$ cat src/design/assert_macros.svh
// assertion helpers included by the validator rtl
`ifndef ASSERT_MACROS_SVH
`define ASSERT_MACROS_SVH

// clocked check, held off while reset is asserted
`define CHK_CLK(lbl, clk, rst_n, prop, msg) \
  lbl: assert property (@(posedge clk) disable iff (!rst_n) prop) else $error(msg);

// clocked check that also runs during reset
`define CHK_ALWAYS(lbl, clk, prop, msg) \
  lbl: assert property (@(posedge clk) prop) else $error(msg);

`endif

$ cat src/design/pngv_pkg.sv
// ---------------------------------------------------------------------------
// pngv_pkg
// Types, chunk codes and crc helper for the png chunk stream validator.
// ---------------------------------------------------------------------------
package pngv_pkg;

  // chunk type codes
  localparam logic [31:0] T_IHDR = 32'h4948_4452;
  localparam logic [31:0] T_PLTE = 32'h504C_5445;
  localparam logic [31:0] T_IDAT = 32'h4944_4154;
  localparam logic [31:0] T_IEND = 32'h4945_4E44;
  localparam logic [31:0] T_TRNS = 32'h7452_4E53;
  localparam logic [31:0] CRC_INIT = 32'hFFFF_FFFF;
  localparam logic [31:0] CRC_POLY = 32'hEDB8_8320;
  localparam logic [9:0]  PLTE_MAX = 10'd768;
  localparam logic [31:0] IHDR_LEN = 32'd13;

  // final status codes
  typedef enum logic [2:0] {
    ST_OK      = 3'd0,
    ST_BAD_SIG = 3'd1,
    ST_BAD_CHK = 3'd2,
    ST_BAD_CRC = 3'd3,
    ST_UNSUP   = 3'd4,
    ST_BUFFER  = 3'd5
  } status_t;

  // parser phase, one-hot
  typedef enum logic [5:0] {
    PH_SIG  = 6'b000001,
    PH_LEN  = 6'b000010,
    PH_TYPE = 6'b000100,
    PH_DATA = 6'b001000,
    PH_CRC  = 6'b010000,
    PH_DONE = 6'b100000
  } phase_t;

  // seen chunk flags
  typedef struct packed {
    logic fend;
    logic dend;
    logic data;
    logic trns;
    logic pal;
    logic hdr;
  } seen_t;

  // register addresses (word index)
  localparam logic REG_COPY = 1'b0;
  localparam logic REG_CAP  = 1'b1;

  // png file signature
  function automatic logic [7:0] sig_byte(input logic [2:0] idx);
    logic [7:0] b;
    unique case (idx)
      3'd0: b = 8'h89;
      3'd1: b = 8'h50;
      3'd2: b = 8'h4E;
      3'd3: b = 8'h47;
      3'd4: b = 8'h0D;
      3'd5: b = 8'h0A;
      3'd6: b = 8'h1A;
      default: b = 8'h0A;
    endcase
    return b;
  endfunction

  // one byte of reflected crc-32
  function automatic logic [31:0] crc_byte(input logic [31:0] c_in, input logic [7:0] b);
    logic [31:0] c;
    c = c_in ^ {24'd0, b};
    for (int k = 0; k < 8; k++) begin
      c = c[0] ? ((c >> 1) ^ CRC_POLY) : (c >> 1);
    end
    return c;
  endfunction

  // samples per pixel for a colour type
  function automatic logic [2:0] channels_of(input logic [7:0] ct);
    logic [2:0] n;
    unique case (ct)
      8'd0: n = 3'd1;
      8'd2: n = 3'd3;
      8'd3: n = 3'd1;
      8'd4: n = 3'd2;
      8'd6: n = 3'd4;
      default: n = 3'd0;
    endcase
    return n;
  endfunction

endpackage

$ cat src/design/png_chunk_stream_validator.sv
// ---------------------------------------------------------------------------
// png_chunk_stream_validator
// Byte stream png parser: signature, chunk split, crc-32 and chunk rules.
// ---------------------------------------------------------------------------
// Takes one file byte per cycle on in_* and accepts a new byte every cycle as
// long as the output register is free or being drained; the single-byte crc
// step and the chunk rule compares sit between the parser state and the output
// register. The result transaction of an accepted byte is registered and comes
// out in the cycle after the byte is accepted. With copy_enable set, IDAT
// payload bytes come out as kind 0 transactions; every file ends in exactly
// one kind 1 status transaction carrying the IHDR fields and counts. After an
// error status the remaining bytes up to tlast are swallowed.
module png_chunk_stream_validator
  import pngv_pkg::*;
#(
  parameter int COUNT_BITS = 32
) (
  input  logic         clk,
  input  logic         rst_n,
  // in_tdata: [7:0] in_byte
  input  logic         in_tvalid,
  output logic         in_tready,
  input  logic [7:0]   in_tdata,
  input  logic         in_tlast,
  // out_tdata: [7:0] payload_byte, [10:8] status, [42:11] img_width,
  // [74:43] img_height, [82:75] depth_bits, [90:83] colour_kind,
  // [93:91] channel_count, [94] interlaced, [103:95] palette_entries,
  // [112:104] alpha_bytes, [144:113] compressed_total, rest zero
  output logic         out_tvalid,
  input  logic         out_tready,
  output logic [151:0] out_tdata,
  // out_tuser: [0] kind
  output logic         out_tuser,
  input  logic         cfg_psel,
  input  logic         cfg_penable,
  input  logic         cfg_pwrite,
  input  logic [2:0]   cfg_paddr,
  input  logic [31:0]  cfg_pwdata,
  output logic [31:0]  cfg_prdata,
  output logic         cfg_pready
);

`include "assert_macros.svh"

  localparam int SW = ((COUNT_BITS > 32) ? COUNT_BITS : 32) + 1;

  // config registers
  logic        copy_enable_r;
  logic [31:0] payload_capacity_r;

  // parser state
  phase_t                phase_r, phase_nxt;
  logic [31:0]           byte_index_r, byte_index_nxt;
  logic [31:0]           chunk_length_r, chunk_length_nxt;
  logic [31:0]           chunk_type_r, chunk_type_nxt;
  logic [31:0]           running_crc_r, running_crc_nxt;
  logic [31:0]           stored_crc_r, stored_crc_nxt;
  seen_t                 seen_r, seen_nxt;
  logic [7:0]            header_r [13];
  logic [8:0]            palette_count_r, palette_count_nxt;
  logic [8:0]            alpha_count_r, alpha_count_nxt;
  logic [COUNT_BITS-1:0] payload_count_r, payload_count_nxt;
  status_t               pending_r, pending_nxt;
  logic [63:0]           area_r;

  // output register
  logic        out_valid_r;
  logic        out_kind_r;
  logic [7:0]  out_byte_r;
  status_t     out_status_r;
  logic [31:0] out_width_r, out_height_r;
  logic [7:0]  out_depth_r, out_colour_r;
  logic [2:0]  out_chan_r;
  logic        out_ilace_r;
  logic [8:0]  out_pal_r, out_alpha_r;
  logic [31:0] out_total_r;

  logic in_acc;
  logic hdr_wr;
  logic [3:0] hdr_idx;

  // result of the current byte
  logic    emit, emit_kind, do_restart, do_done;
  status_t emit_st;

  // ihdr fields
  logic [31:0] hw, hh;
  logic [7:0]  hd, hct;
  logic        low_depth, depth_ok, hdr_bad, area_big;

  // idat counter and capacity
  logic [SW-1:0] pc_sum;
  logic          pc_ovf, cap_over;

  // plte arithmetic on lengths up to 768
  logic [20:0] q_mul;
  logic [8:0]  len_div3;
  logic [9:0]  len_rem;
  logic        len_small;

  // chunk end evaluation
  status_t ce_st;
  seen_t   ce_seen;
  logic [8:0] ce_pal, ce_alpha;
  logic [COUNT_BITS-1:0] ce_pc;
  status_t fin_st;
  logic crc_bad;
  logic [31:0] crc_step;

  assign in_tready = !out_valid_r || out_tready;
  assign in_acc    = in_tvalid && in_tready;

  // apb port
  assign cfg_pready = 1'b1;
  always_comb begin
    unique case (cfg_paddr[2])
      REG_COPY: cfg_prdata = {31'd0, copy_enable_r};
      REG_CAP:  cfg_prdata = payload_capacity_r;
      default:  cfg_prdata = 32'd0;
    endcase
  end

  always_ff @(posedge clk) begin
    if (!rst_n) begin
      copy_enable_r      <= 1'b0;
      payload_capacity_r <= 32'd0;
    end else if (cfg_psel && cfg_penable && cfg_pwrite && cfg_pready) begin
      if (cfg_paddr[2] == REG_COPY) copy_enable_r <= cfg_pwdata[0];
      else payload_capacity_r <= cfg_pwdata;
    end
  end

  // ihdr decode
  assign hw  = {header_r[0], header_r[1], header_r[2], header_r[3]};
  assign hh  = {header_r[4], header_r[5], header_r[6], header_r[7]};
  assign hd  = header_r[8];
  assign hct = header_r[9];
  assign low_depth = (hd == 8'd1) || (hd == 8'd2) || (hd == 8'd4) || (hd == 8'd8);
  always_comb begin
    unique case (hct)
      8'd0:                depth_ok = low_depth || (hd == 8'd16);
      8'd3:                depth_ok = low_depth;
      8'd2, 8'd4, 8'd6:    depth_ok = (hd == 8'd8) || (hd == 8'd16);
      default:             depth_ok = 1'b0;
    endcase
  end
  assign area_big = |area_r[63:COUNT_BITS-2];
  assign hdr_bad  = (hw == 32'd0) || (hh == 32'd0) || !depth_ok ||
                    (header_r[10] != 8'd0) || (header_r[11] != 8'd0) ||
                    (header_r[12] > 8'd1) || area_big;

  // pixel count product, registered; header is stable well before crc end
  always_ff @(posedge clk) begin
    area_r <= {32'd0, hw} * {32'd0, hh};
  end

  // idat payload total against counter range and capacity
  assign pc_sum   = SW'(payload_count_r) + SW'(chunk_length_r);
  assign pc_ovf   = |pc_sum[SW-1:COUNT_BITS];
  assign cap_over = copy_enable_r && (pc_sum > SW'(payload_capacity_r));

  // divide by three through a reciprocal, exact below 769
  assign len_small = (chunk_length_r <= {22'd0, PLTE_MAX});
  assign q_mul     = 21'(chunk_length_r[9:0]) * 21'd683;
  assign len_div3  = q_mul[19:11];
  assign len_rem   = chunk_length_r[9:0] - 10'(len_div3) * 10'd3;

  assign crc_step = crc_byte(running_crc_r, in_tdata);
  assign crc_bad  = (running_crc_r ^ CRC_INIT) != {stored_crc_r[23:0], in_tdata};

  // rules applied on the last crc byte of a chunk
  always_comb begin
    ce_st    = ST_OK;
    ce_seen  = seen_r;
    ce_pal   = palette_count_r;
    ce_alpha = alpha_count_r;
    ce_pc    = payload_count_r;
    priority if (crc_bad) begin
      ce_st = ST_BAD_CRC;
    end else if (pending_r != ST_OK) begin
      ce_st = pending_r;
    end else if (!seen_r.hdr && chunk_type_r != T_IHDR) begin
      ce_st = ST_BAD_CHK;
    end else if (chunk_type_r == T_IHDR) begin
      if (seen_r.hdr || chunk_length_r != IHDR_LEN) ce_st = ST_BAD_CHK;
      else if (hdr_bad) ce_st = ST_UNSUP;
      else ce_seen.hdr = 1'b1;
    end else if (chunk_type_r == T_PLTE) begin
      if (seen_r.pal || seen_r.data || chunk_length_r == 32'd0 || !len_small ||
          len_rem != 10'd0 || hct == 8'd0 || hct == 8'd4 ||
          (hct == 8'd3 && (hd >= 8'd16 || 17'(len_div3) > (17'd1 << hd[3:0])))) begin
        ce_st = ST_BAD_CHK;
      end else begin
        ce_seen.pal = 1'b1;
        ce_pal      = len_div3;
      end
    end else if (chunk_type_r == T_TRNS) begin
      if (seen_r.trns || seen_r.data ||
          !((hct == 8'd0 && chunk_length_r == 32'd2) ||
            (hct == 8'd2 && chunk_length_r == 32'd6) ||
            (hct == 8'd3 && seen_r.pal && chunk_length_r != 32'd0 &&
             chunk_length_r <= {23'd0, palette_count_r}))) begin
        ce_st = ST_BAD_CHK;
      end else begin
        ce_seen.trns = 1'b1;
        ce_alpha     = chunk_length_r[8:0];
      end
    end else if (chunk_type_r == T_IDAT) begin
      ce_seen.data = 1'b1;
      ce_pc        = pc_sum[COUNT_BITS-1:0];
    end else if (chunk_type_r == T_IEND) begin
      if (!seen_r.data || chunk_length_r != 32'd0) ce_st = ST_BAD_CHK;
      else ce_seen.fend = 1'b1;
    end else if (!chunk_type_r[29]) begin
      ce_st = ST_UNSUP;
    end else begin
      ce_st = ST_OK;
    end
    if (ce_st == ST_OK && ce_seen.data && chunk_type_r != T_IDAT &&
        chunk_type_r != T_IEND) begin
      ce_seen.dend = 1'b1;
    end
  end

  // end of file rules
  always_comb begin
    if (payload_count_r == '0) fin_st = ST_BAD_CHK;
    else if (hct == 8'd3 && (!seen_r.pal || alpha_count_r > palette_count_r))
      fin_st = ST_BAD_CHK;
    else fin_st = ST_OK;
  end

  // per byte parser step
  always_comb begin
    phase_nxt         = phase_r;
    byte_index_nxt    = byte_index_r;
    chunk_length_nxt  = chunk_length_r;
    chunk_type_nxt    = chunk_type_r;
    running_crc_nxt   = running_crc_r;
    stored_crc_nxt    = stored_crc_r;
    seen_nxt          = seen_r;
    palette_count_nxt = palette_count_r;
    alpha_count_nxt   = alpha_count_r;
    payload_count_nxt = payload_count_r;
    pending_nxt       = pending_r;
    emit       = 1'b0;
    emit_kind  = 1'b1;
    emit_st    = ST_OK;
    do_restart = 1'b0;
    do_done    = 1'b0;
    hdr_wr     = 1'b0;
    hdr_idx    = byte_index_r[3:0];
    unique case (phase_r)
      PH_SIG: begin
        if (in_tdata != sig_byte(byte_index_r[2:0])) begin
          emit = 1'b1; emit_st = ST_BAD_SIG;
        end else if (byte_index_r[2:0] == 3'd7) begin
          if (in_tlast) begin
            emit = 1'b1; emit_st = ST_BAD_CHK;
          end else begin
            phase_nxt = PH_LEN; byte_index_nxt = 32'd0;
          end
        end else if (in_tlast) begin
          emit = 1'b1; emit_st = ST_BAD_SIG;
        end else begin
          byte_index_nxt = byte_index_r + 32'd1;
        end
      end
      PH_LEN: begin
        chunk_length_nxt = {chunk_length_r[23:0], in_tdata};
        byte_index_nxt   = byte_index_r + 32'd1;
        if (byte_index_r[1:0] == 2'd3) begin
          phase_nxt = PH_TYPE; byte_index_nxt = 32'd0; running_crc_nxt = CRC_INIT;
        end
        if (in_tlast) begin
          emit = 1'b1; emit_st = ST_BAD_CHK;
        end
      end
      PH_TYPE: begin
        chunk_type_nxt  = {chunk_type_r[23:0], in_tdata};
        running_crc_nxt = crc_step;
        byte_index_nxt  = byte_index_r + 32'd1;
        if (byte_index_r[1:0] == 2'd3) begin
          if (chunk_type_nxt != T_IDAT) pending_nxt = ST_OK;
          else if (!seen_r.hdr || seen_r.dend) pending_nxt = ST_BAD_CHK;
          else if (pc_ovf) pending_nxt = ST_UNSUP;
          else if (cap_over) pending_nxt = ST_BUFFER;
          else pending_nxt = ST_OK;
          phase_nxt      = (chunk_length_r != 32'd0) ? PH_DATA : PH_CRC;
          byte_index_nxt = 32'd0;
        end
        if (in_tlast) begin
          emit = 1'b1; emit_st = ST_BAD_CHK;
        end
      end
      PH_DATA: begin
        running_crc_nxt = crc_step;
        hdr_wr = (chunk_type_r == T_IHDR) && !seen_r.hdr && (byte_index_r < IHDR_LEN);
        byte_index_nxt = byte_index_r + 32'd1;
        if (byte_index_nxt >= chunk_length_r) begin
          phase_nxt = PH_CRC; byte_index_nxt = 32'd0;
        end
        if (in_tlast) begin
          emit = 1'b1; emit_st = ST_BAD_CHK;
        end else if (chunk_type_r == T_IDAT && pending_r == ST_OK && copy_enable_r) begin
          emit = 1'b1; emit_kind = 1'b0;
        end
      end
      PH_CRC: begin
        stored_crc_nxt = {stored_crc_r[23:0], in_tdata};
        byte_index_nxt = byte_index_r + 32'd1;
        if (byte_index_r[1:0] != 2'd3) begin
          if (in_tlast) begin
            emit = 1'b1; emit_st = ST_BAD_CHK;
          end
        end else begin
          seen_nxt          = ce_seen;
          palette_count_nxt = ce_pal;
          alpha_count_nxt   = ce_alpha;
          payload_count_nxt = ce_pc;
          if (ce_st != ST_OK) begin
            emit = 1'b1; emit_st = ce_st;
          end else if (chunk_type_r == T_IEND) begin
            emit = 1'b1; emit_st = in_tlast ? fin_st : ST_BAD_CHK;
          end else if (in_tlast) begin
            emit = 1'b1; emit_st = ST_BAD_CHK;
          end else begin
            phase_nxt        = PH_LEN;
            byte_index_nxt   = 32'd0;
            chunk_length_nxt = 32'd0;
            chunk_type_nxt   = 32'd0;
            stored_crc_nxt   = 32'd0;
            pending_nxt      = ST_OK;
          end
        end
      end
      PH_DONE: begin
        do_restart = in_tlast;
      end
      default: begin
        do_restart = 1'b1;
      end
    endcase
    if (emit && emit_kind) begin
      do_restart = in_tlast;
      do_done    = !in_tlast;
    end
  end

  // parser registers
  always_ff @(posedge clk) begin
    if (!rst_n) begin
      phase_r         <= PH_SIG;
      byte_index_r    <= 32'd0;
      chunk_length_r  <= 32'd0;
      chunk_type_r    <= 32'd0;
      running_crc_r   <= CRC_INIT;
      stored_crc_r    <= 32'd0;
      seen_r          <= '0;
      palette_count_r <= 9'd0;
      alpha_count_r   <= 9'd0;
      payload_count_r <= '0;
      pending_r       <= ST_OK;
    end else if (in_acc) begin
      if (do_restart) begin
        phase_r         <= PH_SIG;
        byte_index_r    <= 32'd0;
        chunk_length_r  <= 32'd0;
        chunk_type_r    <= 32'd0;
        running_crc_r   <= CRC_INIT;
        stored_crc_r    <= 32'd0;
        seen_r          <= '0;
        palette_count_r <= 9'd0;
        alpha_count_r   <= 9'd0;
        payload_count_r <= '0;
        pending_r       <= ST_OK;
      end else begin
        phase_r         <= do_done ? PH_DONE : phase_nxt;
        byte_index_r    <= byte_index_nxt;
        chunk_length_r  <= chunk_length_nxt;
        chunk_type_r    <= chunk_type_nxt;
        running_crc_r   <= running_crc_nxt;
        stored_crc_r    <= stored_crc_nxt;
        seen_r          <= seen_nxt;
        palette_count_r <= palette_count_nxt;
        alpha_count_r   <= alpha_count_nxt;
        payload_count_r <= payload_count_nxt;
        pending_r       <= pending_nxt;
      end
    end
  end

  // ihdr byte store
  always_ff @(posedge clk) begin
    if (in_acc && hdr_wr) header_r[hdr_idx] <= in_tdata;
  end

  // output register
  always_ff @(posedge clk) begin
    if (!rst_n) begin
      out_valid_r <= 1'b0;
    end else if (in_acc && emit) begin
      out_valid_r <= 1'b1;
    end else if (out_tready) begin
      out_valid_r <= 1'b0;
    end
  end

  always_ff @(posedge clk) begin
    if (in_acc && emit) begin
      out_kind_r   <= emit_kind;
      out_byte_r   <= emit_kind ? 8'd0 : in_tdata;
      out_status_r <= emit_kind ? emit_st : ST_OK;
      out_width_r  <= (emit_kind && seen_nxt.hdr) ? hw : 32'd0;
      out_height_r <= (emit_kind && seen_nxt.hdr) ? hh : 32'd0;
      out_depth_r  <= (emit_kind && seen_nxt.hdr) ? hd : 8'd0;
      out_colour_r <= (emit_kind && seen_nxt.hdr) ? hct : 8'd0;
      out_chan_r   <= (emit_kind && seen_nxt.hdr) ? channels_of(hct) : 3'd0;
      out_ilace_r  <= emit_kind && seen_nxt.hdr && header_r[12][0];
      out_pal_r    <= emit_kind ? palette_count_nxt : 9'd0;
      out_alpha_r  <= emit_kind ? alpha_count_nxt : 9'd0;
      out_total_r  <= emit_kind ? 32'(payload_count_nxt) : 32'd0;
    end
  end

  assign out_tvalid = out_valid_r;
  assign out_tuser  = out_kind_r;
  assign out_tdata  = {7'd0, out_total_r, out_alpha_r, out_pal_r, out_ilace_r, out_chan_r,
                       out_colour_r, out_depth_r, out_height_r, out_width_r,
                       out_status_r, out_byte_r};

  // checks
  `CHK_CLK(a_out_from_in, clk, rst_n, $rose(out_valid_r) |-> $past(in_acc), "result without input")
  `CHK_CLK(a_last_restarts, clk, rst_n, (in_acc && in_tlast) |=> phase_r == PH_SIG, "no restart after last byte")
  `CHK_CLK(a_copy_only, clk, rst_n, (out_valid_r && !out_kind_r) |-> copy_enable_r, "payload passed while copy off")

endmodule

$ cat config.mk
export PLATFORM = sky130hd
export DESIGN_NAME = png_chunk_stream_validator
export DESIGN_NICKNAME = d
export VERILOG_FILES = /design/src/design/pngv_pkg.sv /design/src/design/png_chunk_stream_validator.sv
export VERILOG_INCLUDE_DIRS = /design/src /design/src/design
export SDC_FILE = /design/constraint.sdc
export NUM_CORES = 2
export LEC_CHECK = 0
export ABC_AREA = 1
export BUFFER_PORTS_ARGS = -buffer_cell sky130_fd_sc_hd__buf_2
export CAP_MARGIN = 5
export CORE_MARGIN = 2
export CORE_UTILIZATION = 30
export CTS_CLUSTER_DIAMETER = 200
export DETAILED_ROUTE_END_ITERATION = 10
export MAX_ROUTING_LAYER = met4
export SLEW_MARGIN = 40
export SYNTH_ARGS = -nofsm -noshare
export SYNTH_HDL_FRONTEND = slang
export SYNTH_SLANG_ARGS = --single-unit
$ cat constraint.sdc
create_clock -name clk -period 13.87 [get_ports clk]
set_input_delay 0 -clock clk [delete_from_list [all_inputs] [get_ports clk]]
set_output_delay 0 -clock clk [all_outputs]
set_load 0.005 [all_outputs]
# [Word level (Yosys, flattened, before mapping)]
# Memories as Yosys holds them, arrays and structs flattened.
# Index checks and enable logic that the tools add are counted.
[word_totals] wordCells=380 reg_bits=460 rom_bits=0 mem_count=1 latchBits=0 inputBits=51 ramBits=104
[memory_table] memory="header_r" depth=13 word_bits=8 read_ports=13 rd_clocked_by_memory_dff=0 write_ports=1 line="png_chunk_stream_validator.sv:59" source="logic [7:0] header_r [13];"
[op_classes] mul=3 reduce_logical=104 shift=1 div_mod_pow=0 eq_ne=61 muxes=156 n_bitwise=11 n_lt_le_gt_ge=9 add_sub_neg=3
[ops] operator="32-bit 2-to-1 mux" count=36
[ops] operator="32-bit case mux with 2 select lines" count=4
[ops] operator="9-bit 2-to-1 mux" count=19
[ops] operator="32-bit by 31-bit equality test with 1-bit output (second input constant)" count=5
[ops] operator="24-bit 2-to-1 mux" count=6
[ops] operator="32-bit logical NOT" count=4
[ops] operator="32-bit by 31-bit != test with 1-bit output (second input constant)" count=4
[ops] operator="32-bit case mux with 4 select lines" count=1
[ops] operator="13-bit inverter with 14-bit output" count=8
[ops] operator="3-bit 2-to-1 mux" count=26
[ops] operator="6-bit 2-to-1 mux" count=11
[ops] operator="32-bit by 32-bit multiplier with 64-bit output" count=1
[ops] operator="8-bit case mux with 6 select lines" count=1
[ops] operator="34-bit OR reduction" count=1
[ops] operator="32-bit by 32-bit adder with 33-bit output" count=1
[ops] operator="33-bit by 32-bit greater-than comparator with 1-bit output" count=1
[ops] operator="32-bit by 1-bit adder with 32-bit output (second input constant)" count=1
[ops] operator="32-bit by 2-bit equality test with 1-bit output (second input constant)" count=1
[ops] operator="32-bit by 3-bit equality test with 1-bit output (second input constant)" count=1
[ops] operator="32-bit >= comparator" count=1
[ops] operator="32-bit by 10-bit <= comparator with 1-bit output (second input constant)" count=1
[ops] operator="32-bit by 9-bit <= comparator with 1-bit output" count=1
[ops] operator="32-bit by 4-bit < comparator with 1-bit output (second input constant)" count=1
[ops] operator="32-bit != test" count=1
[ops] operator="other kinds (65)" count=211

# [Logic depth before layout (Yosys ltp)]
# An unclocked memory read counts as a cell.
[logic_depth] depth_word=28 ltp_mapped=56

# [Least setup slack after synthesis]
# OpenSTA, ideal clock, no wires.
[synth_path] kind="register to register" start="register chunk_length_r[1]" end="register out_alpha_r[0] (enable)" arrival_time_ps=9028 path_stages_with_launch=40 path_slack_ps=4343 period_less_slack_ps=9527 path_buffers=0 cell_sequence="dfxtp_1 ha_1 inv_1 fa_1 fa_1 fa_1 inv_1 ha_1 ha_1 nand2_2 nor2_2 inv_1 nor2_1 nand2_1 nand3_1 nand2_1 nand2_1 xor2_1 (+4 left out) a21oi_1 o21ai_0 nor2_1 o21ai_0 a21o_1 a21oi_1 nand3_1 nand3_1 nor2_1 nand2_1 nand2_1 nand2_1 nand2_1 nand4_1 nand2_1 nand2_2 nand2_1 inv_1"
[synth_between] elab_chain_len=19
[synth_lines] element="start, declared" line="png_chunk_stream_validator.sv:54" source="logic [31:0] chunk_length_r, chunk_length_nxt;"
[synth_lines] element="start signal, assigned" line="png_chunk_stream_validator.sv:380" source="chunk_length_r <= chunk_length_nxt;"
[synth_lines] element="10-bit by 10-bit multiplier with 20-bit output" line="png_chunk_stream_validator.sv:164" source="assign q_mul = 21'(chunk_length_r[9:0]) * 21'd683;"
[synth_lines] element="9-bit by 2-bit multiplier with 10-bit output" line="png_chunk_stream_validator.sv:166" source="assign len_rem = chunk_length_r[9:0] - 10'(len_div3) * 10'd3;"
[synth_lines] element="10-bit subtractor" line="png_chunk_stream_validator.sv:166"
[synth_lines] element="10-bit nonzero test" line="png_chunk_stream_validator.sv:190" source="len_rem != 10'd0 || hct == 8'd0 || hct == 8'd4 ||"
[synth_lines] element="1-bit logical OR" line="png_chunk_stream_validator.sv:189" source="if (seen_r.pal || seen_r.data || chunk_length_r == 32'd0 || !len_small ||"
[synth_lines] element="1-bit logical OR (3 in a row)" line="png_chunk_stream_validator.sv:190"
[synth_lines] element="2-bit 2-to-1 mux" line="png_chunk_stream_validator.sv:189"
[synth_lines] element="3-bit 2-to-1 mux" line="png_chunk_stream_validator.sv:188" source="end else if (chunk_type_r == T_PLTE) begin"
[synth_lines] element="3-bit 2-to-1 mux (*)" line="png_chunk_stream_validator.sv:184" source="end else if (chunk_type_r == T_IHDR) begin"
[synth_lines] element="3-bit 2-to-1 mux (*)" line="png_chunk_stream_validator.sv:182" source="end else if (!seen_r.hdr && chunk_type_r != T_IHDR) begin"
[synth_lines] element="3-bit 2-to-1 mux (*)" line="png_chunk_stream_validator.sv:180" source="end else if (pending_r != ST_OK) begin"
[synth_lines] element="3-bit 2-to-1 mux (*)" line="png_chunk_stream_validator.sv:178" source="priority if (crc_bad) begin"
[synth_lines] element="3-bit nonzero test (*)" line="png_chunk_stream_validator.sv:321" source="if (ce_st != ST_OK) begin"
[synth_lines] element="1-bit 2-to-1 mux (*)" line="png_chunk_stream_validator.sv:321"
[synth_lines] element="1-bit 2-to-1 mux (*)" line="png_chunk_stream_validator.sv:312" source="if (byte_index_r[1:0] != 2'd3) begin"
[synth_lines] element="1-bit case mux with 4 select lines (*)" line="png_chunk_stream_validator.sv:253" source="unique case (phase_r)"
[synth_lines] element="1-bit logical AND (*)" line="png_chunk_stream_validator.sv:410" source="if (in_acc && emit) begin"
[synth_lines] element="end signal, assigned" line="png_chunk_stream_validator.sv:421" source="out_alpha_r <= emit_kind ? alpha_count_nxt : 9'd0;"
[synth_lines] element="end, declared" line="png_chunk_stream_validator.sv:75" source="logic [8:0] out_pal_r, out_alpha_r;"
# Every way passes the cells marked *; elsewhere a longest branch is shown, timed or not.
# A chain may end at the register's enable or synchronous reset.

# [Worst setup path in the final report]
[layout_path] start="register chunk_length_r[3]" end="register chunk_length_r[18]"
[layout_between] elab_chain_len=22
[layout_lines] element="10-bit by 10-bit multiplier with 20-bit output" line="png_chunk_stream_validator.sv:164"
[layout_lines] element="9-bit by 2-bit multiplier with 10-bit output" line="png_chunk_stream_validator.sv:166"
[layout_lines] element="10-bit subtractor" line="png_chunk_stream_validator.sv:166"
[layout_lines] element="10-bit nonzero test" line="png_chunk_stream_validator.sv:190"
[layout_lines] element="1-bit logical OR" line="png_chunk_stream_validator.sv:189"
[layout_lines] element="1-bit logical OR (3 in a row)" line="png_chunk_stream_validator.sv:190"
[layout_lines] element="2-bit 2-to-1 mux" line="png_chunk_stream_validator.sv:189"
[layout_lines] element="3-bit 2-to-1 mux" line="png_chunk_stream_validator.sv:188"
[layout_lines] element="(+4 left out)"
[layout_lines] element="3-bit nonzero test (*)" line="png_chunk_stream_validator.sv:321"
[layout_lines] element="1-bit 2-to-1 mux" line="png_chunk_stream_validator.sv:321"
[layout_lines] element="1-bit 2-to-1 mux" line="png_chunk_stream_validator.sv:312"
[layout_lines] element="1-bit case mux with 4 select lines" line="png_chunk_stream_validator.sv:253"
[layout_lines] element="1-bit logical AND" line="png_chunk_stream_validator.sv:344" source="if (emit && emit_kind) begin"
[layout_lines] element="1-bit 2-to-1 mux" line="png_chunk_stream_validator.sv:344"
[layout_lines] element="3-bit != test (no source line) / 3-bit nonzero test (equally long branches)"
[layout_lines] element="6-bit AND reduction (no source line)"
# Marked as above.

==> flow_results.org <==
** Clocking
- For this design, the sink count on the clock tree is 534.
- No sink is reached through more buffers than the 3 on the longest clock path.
- The root buffer cell chosen for the clock tree is sky130_fd_sc_hd__clkbuf_16.
- Clock transition at the registers of the reported paths :: 0.06 ns
- TritonCTS built the clock tree.
- The H-tree was split into 2 levels.
- Number of resized instances in the post-cts repair step :: 0
- After clock tree synthesis, the setup repair step added 0 buffers.
- At the later pin of the worst-skew pair, clock insertion delay measures 0.68 ns.
- Buffers inserted during clock tree synthesis total between 50 and 60.

** GRT
- Global-route usage over all layers :: a little under a fifth
- Via count of the first global-routing pass :: 53.32k
- Global-route wire length before repair :: 302,600 microns
- The initial antenna violation count was 4.
- Entering global routing, the biggest net connects 85 pins.
- Global route overflow :: 0

** Routing
- WL final :: 191,400 microns
- For this block, the initial DRC count from the detailed router was 3,067.
- Wirelength per Cell :: between 15 and 20 microns
- Antenna Violating Nets Remaining :: 0
- In the routed layout, each cell is associated on average with a via count of 4.681.
- After detailed routing, the number of remaining DRC violations is 0.
- The routed layout has 50.86k vias.
- Number of iterations in the first detailed-routing pass :: 6

** Synthesis
- Sequential elements use a little over a fifth of the synthesized area.
- Fraction of registers with async set or reset after synthesis :: 0%
- Count of synthesis-stage warnings from yosys :: 0
- The number of different library cells used by synthesis comes to 66.
- Synthesized area per cell :: between 7 and 8 sq um
- Among all flip-flop cells after synthesis, the most frequent one is sky130_fd_sc_hd__dfxtp_1.
- Synthesized flop and latch total :: about 530
- Synthesized netlist cell count :: 7,944
- Netlist area before placement :: 0.06340 sq mm
- The synthesized design contains 250 enable-type register cells.

** Pwr
- Leakage Power :: 35.45 nW
- The completed layout was analyzed and its total power is 9.765 mW.
- IR analysis of the VDD net gives a maximum drop of 0.0004637 V.
- For this design the ratio of total power to cell area is 139.5 mW/mm^2.

** STA
- At the pin with the least slew margin, the transition time is just under 0.9 ns.
- Number of pins with negative max-slew slack in the final report :: 0
- The final critical path takes up 70.02% of the cycle.
- Based on the critical path, the design can be clocked at up to 103.0 MHz.
- Setup repair after global routing missed its margin :: no
- The clock arrives with around 0.056 ns of skew.
- Headroom to the max-slew limit came out at 41.09%.
- Shortest period the worst path allows :: 9.712 ns
- Final Hold Fails :: 0
- Setup tns final :: 0 ns
- Count of final setup violators :: 0

** Floorplan
- The die covers 0.2150 sq mm.
- During I/O placement, the number of pins put on the boundary was 239.
- The die is approximately 460 microns wide.
- For this configuration, the core starts out at a cell density of between 30% and 40%.
- Row generation in the floorplan step produced 168 rows.
- Vertical extent of the die :: 463.7 microns
- Core Area :: ~0.21 sq mm

** Cells and area
- Leading cell types in the layout, fill and taps excluded :: 1,865 x sky130_fd_sc_hd__inv_1, 1,715 x sky130_fd_sc_hd__nand2_1, 920 x sky130_fd_sc_hd__fa_1
- Fraction of final layout cells sized beyond drive strength 1 :: approximately 6.1%
- The filler cells instantiated in the layout total 22.01k.
- Leaving out fill and tap cells, the most frequent cell in the layout is sky130_fd_sc_hd__inv_1.
- Relative to the synthesized area, the layout overhead comes to 10.39%.
- In the final design database the tool counted 9,449 nets.

** Critical path
- In this run the critical register-to-register path is captured at chunk_length_r[18].
- Reg-to-reg slack, setup :: 4.16 ns
- Arrival time at the worst endpoint :: 10.32 ns
- STA puts the critical path data required time at 14.48 ns.
- The number of cells on the worst reg-to-reg path is 46.
- STA classifies the critical path startpoint as a flop.
- Counting stages on the worst path, the most repeated cell is sky130_fd_sc_hd__nand2_1.
- Crit-path leading delay family :: adder cells
- Critical path endpoint category :: flop
- Crit path buf inv count :: 8
- For this run, the slowest stage of the critical path takes 0.83 ns.
- The critical path is of the flop to flop type.
- The slowest stage of the critical path is the sky130_fd_sc_hd__dfxtp_1 cell.
- Highest net fanout along the worst path :: 59
- The startpoint identified for the worst register-to-register timing path is chunk_length_r[3].

** Placement
- Routability-driven placement finished with a final weighted congestion of 0.9440.
- Final HPWL DP :: between 100,000 and 150,000 microns
- Input and output buffers added on the ports amount to between 200 and 250.

** Worst hold path
- Class of the most critical hold timing path :: input port to flop
- The worst hold path terminates at payload_capacity_r[23].
- Critical hold path startpoint :: cfg_pwdata[23]
- The worst hold path was traced through 4 stages.

** Flow run
- Across the run, the number of max-cap violations was 0.

** Run status
- The flow ran to the end, and the final reports show no timing, DRC or antenna violations.
[area by class of cell]
| cell class | instances | area (sq um) | share of cell area [%] |
|---|---|---|---|
| multi-input combinational | 5135 | 41620 | 59.47 |
| sequential | 534 | 13190 | 18.85 |
| antenna | 1 | 2.502 | 0.003576 |
| clock buffer | 73 | 1592 | 2.274 |
| timing repair buffer | 390 | 2517 | 3.597 |
| inverter | 1891 | 7112 | 10.16 |
| clock inverter | 35 | 439.2 | 0.6275 |
| tap | 2805 | 3510 | 5.015 |
[metal layers]
layer | GRT usage [%] | share of wire [%]
met1 | 21.31 | 40
met2 | 33.01 | 52
met3 | 1.579 | 4.5
met4 | 6.075 | 3.8
met5 | - | 0
[cell families after synthesis]
logic type | share of synthesized area, %
compound gates | 6.278
xor+xnor | 2.968
fa+ha+maj | 38.29
buf+inv | 13.71
flops | 20.81
mux | 0.01579
other cells | 0.01185
simple gates | 17.92
[worst reg2reg max path: cells and delay by family, from the launching register on]
kind                     cells  cell delay, ns
XOR/XNOR                     2            0.46
AO/OA/AOI/OAI                4            0.80
buffers and inverters        8            1.47
flip-flops                   1            0.83
AND/OR/NAND/NOR             24            3.03
adder cells (fa/ha/maj)      8            3.05
[where the power goes]
part	total [mW]	leakage, nW	switching [mW]	internal, mW
Sequential	2.41	4.69	0.337	2.07
Combinational	5.68	29.8	3.61	2.07
Clock	1.68	0.976	0.723	0.954
Total	9.77	35.4	4.67	5.09
[cells in the mapped netlist (all sizes together), types with 150 or more instances]
library cell	count	share of area, %
a21oi	317	2.5
clkbuf	329	1.9
dfxtp	284	9.0
edfxtp	250	12
fa	920	29
ha	468	9.2
inv	1885	11
nand2	1728	10
nand3	187	1.5
nor2	650	3.9
o21ai	265	2.1
xor2	150	2.1
[worst max path at each step]
stage,slack [ns],end,depth (start not counted),from
global route,3.32,chunk_length_r[18],47,chunk_length_r[4]
global placement,4.09,chunk_length_r[7],46,chunk_length_r[3]
floorplan,4.34,out_alpha_r[0],39,chunk_length_r[1]
detailed placement,4.18,chunk_length_r[7],46,chunk_length_r[3]
finish,4.16,chunk_length_r[18],46,chunk_length_r[3]
CTS,4.05,stored_crc_r[8],44,chunk_length_r[3]
[state kept, by name, summed over array words and instances (netlist names), 9 cells and up]
signal	cells
header_r	104
area_r	34
byte_index_r	32
chunk_length_r	32
chunk_type_r	32
out_height_r	32
out_total_r	32
out_width_r	32
payload_capacity_r	32
payload_count_r	32
running_crc_r	32
stored_crc_r	24
alpha_count_r	9
out_alpha_r	9
out_pal_r	9
palette_count_r	9
[timing repair]
action / in CTS / in global routing
hold buffers: 60 / 0
endpoints found under the setup margin: 0 / 0
hold endpoints to repair: 193 / 0
[through the flow]
step / instances / setup slack, ns / cell area [sq um] / util, % / hold WS [ns]
6_report: 10860 / 4.158 / 69990 / 33.36 / 0.1405
3_5_place_dp: 10700 / 4.181 / 67330 / 32.09 / 0.2653
3_3_place_gp: 10700 / 4.091 / 67290 / 32.08 / 0.2499
4_1_cts: 10860 / 4.055 / 69960 / 33.35 / 0.08847
2_1_floorplan: 7950 / 4.343 / 63420 / - / 0.09887
5_1_grt: 10860 / 3.325 / 69990 / 33.36 / 0.1550
Power figures use the tool's default switching activity.
